`src/sit_pkg.sv`:
```
// ----------------------------------------------------------------------------
// Sorted insert table package
// Sizes, command and status codes, and the cell control type.
// ----------------------------------------------------------------------------
`timescale 1ns / 1ps
`default_nettype none

package sit_pkg;

  localparam int CAPACITY = 32;
  localparam int KEY_W    = 32;
  localparam int PAY_W    = 32;
  localparam int CNT_W    = $clog2(CAPACITY + 1);
  localparam int IDX_W    = $clog2(CAPACITY);
  localparam int STAT_W   = 2;

  localparam logic CMD_INSERT = 1'b0;
  localparam logic CMD_READ   = 1'b1;

  localparam logic [STAT_W-1:0] ST_OK    = 2'd0;
  localparam logic [STAT_W-1:0] ST_FULL  = 2'd1;
  localparam logic [STAT_W-1:0] ST_EMPTY = 2'd2;

  typedef struct packed {
    logic ins;
    logic rot;
  } cell_ctl_t;

endpackage

`default_nettype wire

```
`src/sit_cell.sv`:
```
// ----------------------------------------------------------------------------
// Sorted insert table cell
// Holds one entry; shifts right on insert and rotates left on readout.
// ----------------------------------------------------------------------------
`timescale 1ns / 1ps
`default_nettype none

module sit_cell (
  input  wire                                clk,
  input  wire                                rst_n,
  input  wire sit_pkg::cell_ctl_t            ctl,
  input  wire logic signed [sit_pkg::KEY_W-1:0] new_key,
  input  wire logic [sit_pkg::PAY_W-1:0]     new_pay,
  input  wire logic signed [sit_pkg::KEY_W-1:0] head_key,
  input  wire logic [sit_pkg::PAY_W-1:0]     head_pay,
  input  wire logic                          left_valid,
  input  wire logic                          left_move,
  input  wire logic signed [sit_pkg::KEY_W-1:0] left_key,
  input  wire logic [sit_pkg::PAY_W-1:0]     left_pay,
  input  wire logic                          right_valid,
  input  wire logic signed [sit_pkg::KEY_W-1:0] right_key,
  input  wire logic [sit_pkg::PAY_W-1:0]     right_pay,
  output logic                               valid,
  output logic                               move,
  output logic signed [sit_pkg::KEY_W-1:0]   key,
  output logic [sit_pkg::PAY_W-1:0]          pay
);

  logic                               valid_r;
  logic signed [sit_pkg::KEY_W-1:0]   key_r;
  logic [sit_pkg::PAY_W-1:0]          pay_r;

  // An empty cell or one whose key is above the new key makes room.
  assign move  = !valid_r || (key_r > new_key);
  assign valid = valid_r;
  assign key   = key_r;
  assign pay   = pay_r;

  always_ff @(posedge clk) begin
    if (!rst_n) begin
      valid_r <= 1'b0;
    end else if (ctl.ins && move) begin
      valid_r <= left_move ? left_valid : 1'b1;
    end
  end

  always_ff @(posedge clk) begin
    if (ctl.ins && move) begin
      key_r <= left_move ? left_key : new_key;
      pay_r <= left_move ? left_pay : new_pay;
    end else if (ctl.rot && valid_r) begin
      key_r <= right_valid ? right_key : head_key;
      pay_r <= right_valid ? right_pay : head_pay;
    end
  end

endmodule

`default_nettype wire

```
`config.mk`:
```
export PLATFORM = sky130hd
export DESIGN_NAME = sit_cell
export DESIGN_NICKNAME = d
export VERILOG_FILES = /design/src/sit_pkg.sv /design/src/sit_cell.sv
export SDC_FILE = /design/constraint.sdc
export NUM_CORES = 1
export LEC_CHECK = 0
export ABC_CLOCK_PERIOD_IN_PS = 6060
export CAP_MARGIN = 15
export CORE_AREA = 2 2 127 129
export CTS_BUF_LIST = sky130_fd_sc_hd__clkbuf_8
export CTS_CLUSTER_SIZE = 24
export DETAILED_ROUTE_END_ITERATION = 10
export DIE_AREA = 0 0 129 131
export DONT_BUFFER_PORTS = 1
export SLEW_MARGIN = 10
export SYNTH_ARGS = -nofsm -noshare
export SYNTH_HDL_FRONTEND = slang
export SYNTH_SLANG_ARGS = --single-unit
```
`constraint.sdc`:
```
create_clock -name clk -period 6.06 [get_ports clk]
set_clock_uncertainty 0.15 [all_clocks]
set_input_delay 0.606 -clock clk [delete_from_list [all_inputs] [get_ports clk]]
set_output_delay 0.606 -clock clk [all_outputs]
set_load 0.005 [all_outputs]
```
---- Word level (Yosys, flattened, before mapping) ----
Index checks and enable logic that the tools add are counted.
storage, ports and cells
  register bits ........................... 65
  bits of input ports ..................... 263
  output and inout bits ................... 66
  word-level logic and storage cells ...... 18
operators by class
  order comparisons ....................... 1
  multiplexer cells ....................... 9
  reductions and logical operators ........ 5
operators with widths
  kind                 count
  $mux W32             8
  $gt A32 B32 Y1       1
  $logic_and A1 B1 Y1  2
  $reduce_bool A2 Y1   1
  $logic_not A1 Y1     1
  $logic_or A1 B1 Y1   1
  $mux W1              1

---- Logic depth before layout (Yosys ltp) ----
  word-level depth ........................ 4
  gate-level depth with buffers ........... 10

---- Worst setup path after synthesis ----
Ideal clock, no wire load.
  kind .................................... input port to flip-flop
  start ................................... in new_key[31] (netlist bit)
  end ..................................... reg key_r (netlist bit key[0]), enable pin
  data arrival time ....................... 3.887 ns
  data required time ...................... 5.486 ns
  setup slack ............................. 1.600 ns
  cell stages on the path ................. 9
  path buffers ............................ 2
  cell sequence ........................... inv_1 ha_1 nand4_1 or4_1 a311o_1 a41o_1 buf_6 buf_6 nand2_1
between the ends
  word-level cells in the longest chain between the ends .. 4
ends and longest elaborated chain
  what                                 RTL line        source
  start, declared                      sit_cell.sv:12  input wire logic signed [sit_pkg::KEY_W-1:0] new_key,
  $gt A32 B32 Y1                       sit_cell.sv:34  assign move = !valid_r || (key_r > new_key);
  $logic_or A1 B1 Y1                   sit_cell.sv:34
  $logic_and A1 B1 Y1                  sit_cell.sv:48  if (ctl.ins && move) begin
  $reduce_bool A2 Y1 (no source line)  --
  end signal, assigned                 sit_cell.sv:49  key_r <= left_move ? left_key : new_key;
  end signal, assigned                 sit_cell.sv:52  key_r <= right_valid ? right_key : head_key;
  end, declared                        sit_cell.sv:30  logic signed [sit_pkg::KEY_W-1:0] key_r;
Every way passes these cells.
A chain may end at the register's enable or synchronous reset.

---- Worst setup path after layout ----
  start ................................... reg key_r (netlist bit key[14])
  end ..................................... reg key_r (netlist bit key[11]), data pin
between the ends
  word-level cells in the longest chain between the ends .. 4
ends and longest elaborated chain
  what                 RTL line
  $gt A32 B32 Y1       sit_cell.sv:34
  $logic_or A1 B1 Y1   sit_cell.sv:34
  $logic_and A1 B1 Y1  sit_cell.sv:48
  $mux W32             sit_cell.sv:48
Every way passes these cells.

==> flow_summary.ini <==
[critical_path]
path_delay_family = simple AND/OR/NAND/NOR gates
crit_path_cell_trace = ha_1 -> nand4_1 -> or4_1 -> o21ai_0 -> a311o_1 -> a41o_4 -> buf_4 -> mux2i_1
crit_start = key[14]$_DFFE_PP_
end_kind = flip-flop
regToRegEndpoint = key[11]$_DFFE_PP_
cp_num_buf_inv = 1
cp-start-kind = flip-flop
critPathMaxFanout = 64
endpoint = key[11]$_DFFE_PP_
ff2ff_path_depth = 8
cp_data_required_time_ns = 5.97
rr_startpoint = key[14]$_DFFE_PP_
crit_cells = 8
slowest_stage = buf_4
worstSetupPathType = reg -> reg
r2r_slack_ns = 2.25
critical_path.max_stage_delay_ns = 0.79
cp.arrival_ns = 3.72

[hold_path]
hold_depth = 2
worstHoldStart = rst_n
hold_class = in -> reg

[synthesis]
syn-num-nets = 697
synth-main-ff-cell = edfxtp_1
async_flop_share_pct = 0
ys_seq_area_share_pct = 40.02
synth.avg_cell_area_um2 = 12.07
yosys_warnings = 0
synth.distinct_cells = 28
synth_cells = 402
synth_seq_cells = 65
synth_area_um2 = 4852
synth_edf_count = 64

[placed_design]
portBuffers = 0
place_congestion = 0.8086
dp_hpwl_mm = 10.41
pre_cts_ws_ns = 2.048

[drt]
drc_errors = 0
drtAntennaViolNets = 0
routed_wl_mm = 13.47
num_vias = 3237
via_per_inst = 5.272
first_iter_violations = 88
wl_per_cell_um = 21.93
drt_first_pass_iters = 4

[floorplanning]
initial_utilization_pct = 31.11
fp.dieH_um = 131
rows = 46
core_area_um2 = 15600
die_area_um2 = 16900
die_w_um = 129
num_io_pins = 329

[cts]
cts_tree = done
post_cts_buffers = 0
cts_resized = 0
cts_hold_buf = 0
clock-root-buffer = clkbuf_8
clk_pin_slew_worst_paths_ns = 0.07
cts_buffers = 9
cts_max_level = 3
clk_latency_ns = 0.35
cts.sinks = 65
clk_path_buf_depth = 2

[flow_run]
cap_violations = 0

[global_route]
grt_pass1_vias = 3268
track_usage_pct = 14.83
grt_pass1_wl_mm = 18.40
grt_max_degree = 66
overflow = 0
antenna_found_initial = 0

[power]
ir_drop_uv = 112.4
p_leak_uw = 0.002417
p_per_area_nw_per_um2 = 231.1

[layout]
syn_to_final_growth_pct = 6.885
drive_gt1_share_pct = 4.271
final_common_cell = mux2i_1
antenna_cells = 0
finalNetCount = 688
final_cell_mix = mux2i_1 (192), edfxtp_1 (64), inv_1 (34), ha_1 (32), a21oi_1 (15)

[timing]
relSlewSlack_pct = 24.90
drv_slew = 0
tightest_slew_ns = 1.127
worst_slack_ns = 2.248
timing.final.crit_share_pct = 62.90
holdWs_ns = 0.2558
rsz0062_at_grt = false
period_needed_ns = 3.812
tns_ns = 0
setup_violations = 0
finalHoldViolations = 0
fmax_mhz = 262.4

[run_status]
status = finished clean
-- cells by family after synthesis --
| logic type | Yosys count | share of synthesized area (%) |
|---|---|---|
| buffers and inverters | 54 | 5.131 |
| muxes | 192 | 39.61 |
| and+or+nand+nor | 28 | 2.991 |
| AOI/OAI and AO/OA | 31 | 3.997 |
| DFF | 65 | 40.02 |
| adders and majority gates | 32 | 8.252 |
-- per-stage QoR --
step	utilization (%)	cell area, um2	power (uW)	std cells
after detailed placement	32.21	5024	886.2	598
after CTS	33.25	5186	1225	614
after global placement	32.21	5024	878.5	598
final	33.25	5186	1198	614
after floorplan	-	4852	840.2	402
after global routing	33.25	5186	1273	614
-- synthesized netlist by cell type (2+ instances only) --
library cell | number | area [um2]
o21a_1 | 2 | 15.01
inv_1 | 33 | 123.9
ha_1 | 32 | 400.4
nand3_1 | 2 | 10.01
a21oi_1 | 15 | 75.07
edfxtp_1 | 64 | 1922
nand2_1 | 9 | 33.78
a2bb2oi_1 | 2 | 17.52
o21ai_0 | 5 | 25.02
nand4_1 | 9 | 56.30
mux2i_1 | 192 | 1922
clkbuf_1 | 13 | 48.80
or4_1 | 2 | 15.01
buf_6 | 6 | 67.56
nor2_1 | 3 | 11.26
-- report_power, final --
group	total, uW	switching, uW	internal (uW)
Sequential	625	46.1	579
Clock	329	185	144
Combinational	245	125	120
Total	1200	356	842
-- flip-flops by register name (all words and copies together) (netlist names) --
name,cells
pay,32
key,32
valid,1
-- metal layers --
metal  up-vias  global-route usage (%)  share of wire, %
met5         -                       0                 0
met4         0                   5.882               1.7
met3        13                   4.764               8.7
met2       181                   25.83                51
met1      1532                   16.96                38
li1       1511                       -                 -
-- cell type report --
| class | instances | area, um2 |
|---|---|---|
| Clock buffer | 9 | 123.9 |
| Clock inverter | 7 | 38.79 |
| Fill cell | 1579 | 10410 |
| Inverter | 33 | 123.9 |
| Multi-Input combinational cell | 283 | 2680 |
| Sequential cell | 65 | 1942 |
| Tap cell | 216 | 270.3 |
| Timing Repair Buffer | 1 | 7.507 |
-- how the worst min path moves through the flow --
stage / slack [ns] / end
2_1_floorplan: 0.39 / valid$_SDFFE_PN0P_
6_report: 0.26 / valid$_SDFFE_PN0P_
5_1_grt: 0.24 / valid$_SDFFE_PN0P_
3_3_place_gp: 0.49 / valid$_SDFFE_PN0P_
3_5_place_dp: 0.51 / valid$_SDFFE_PN0P_
4_1_cts: 0.23 / valid$_SDFFE_PN0P_
Power figures use the tool's default switching activity.
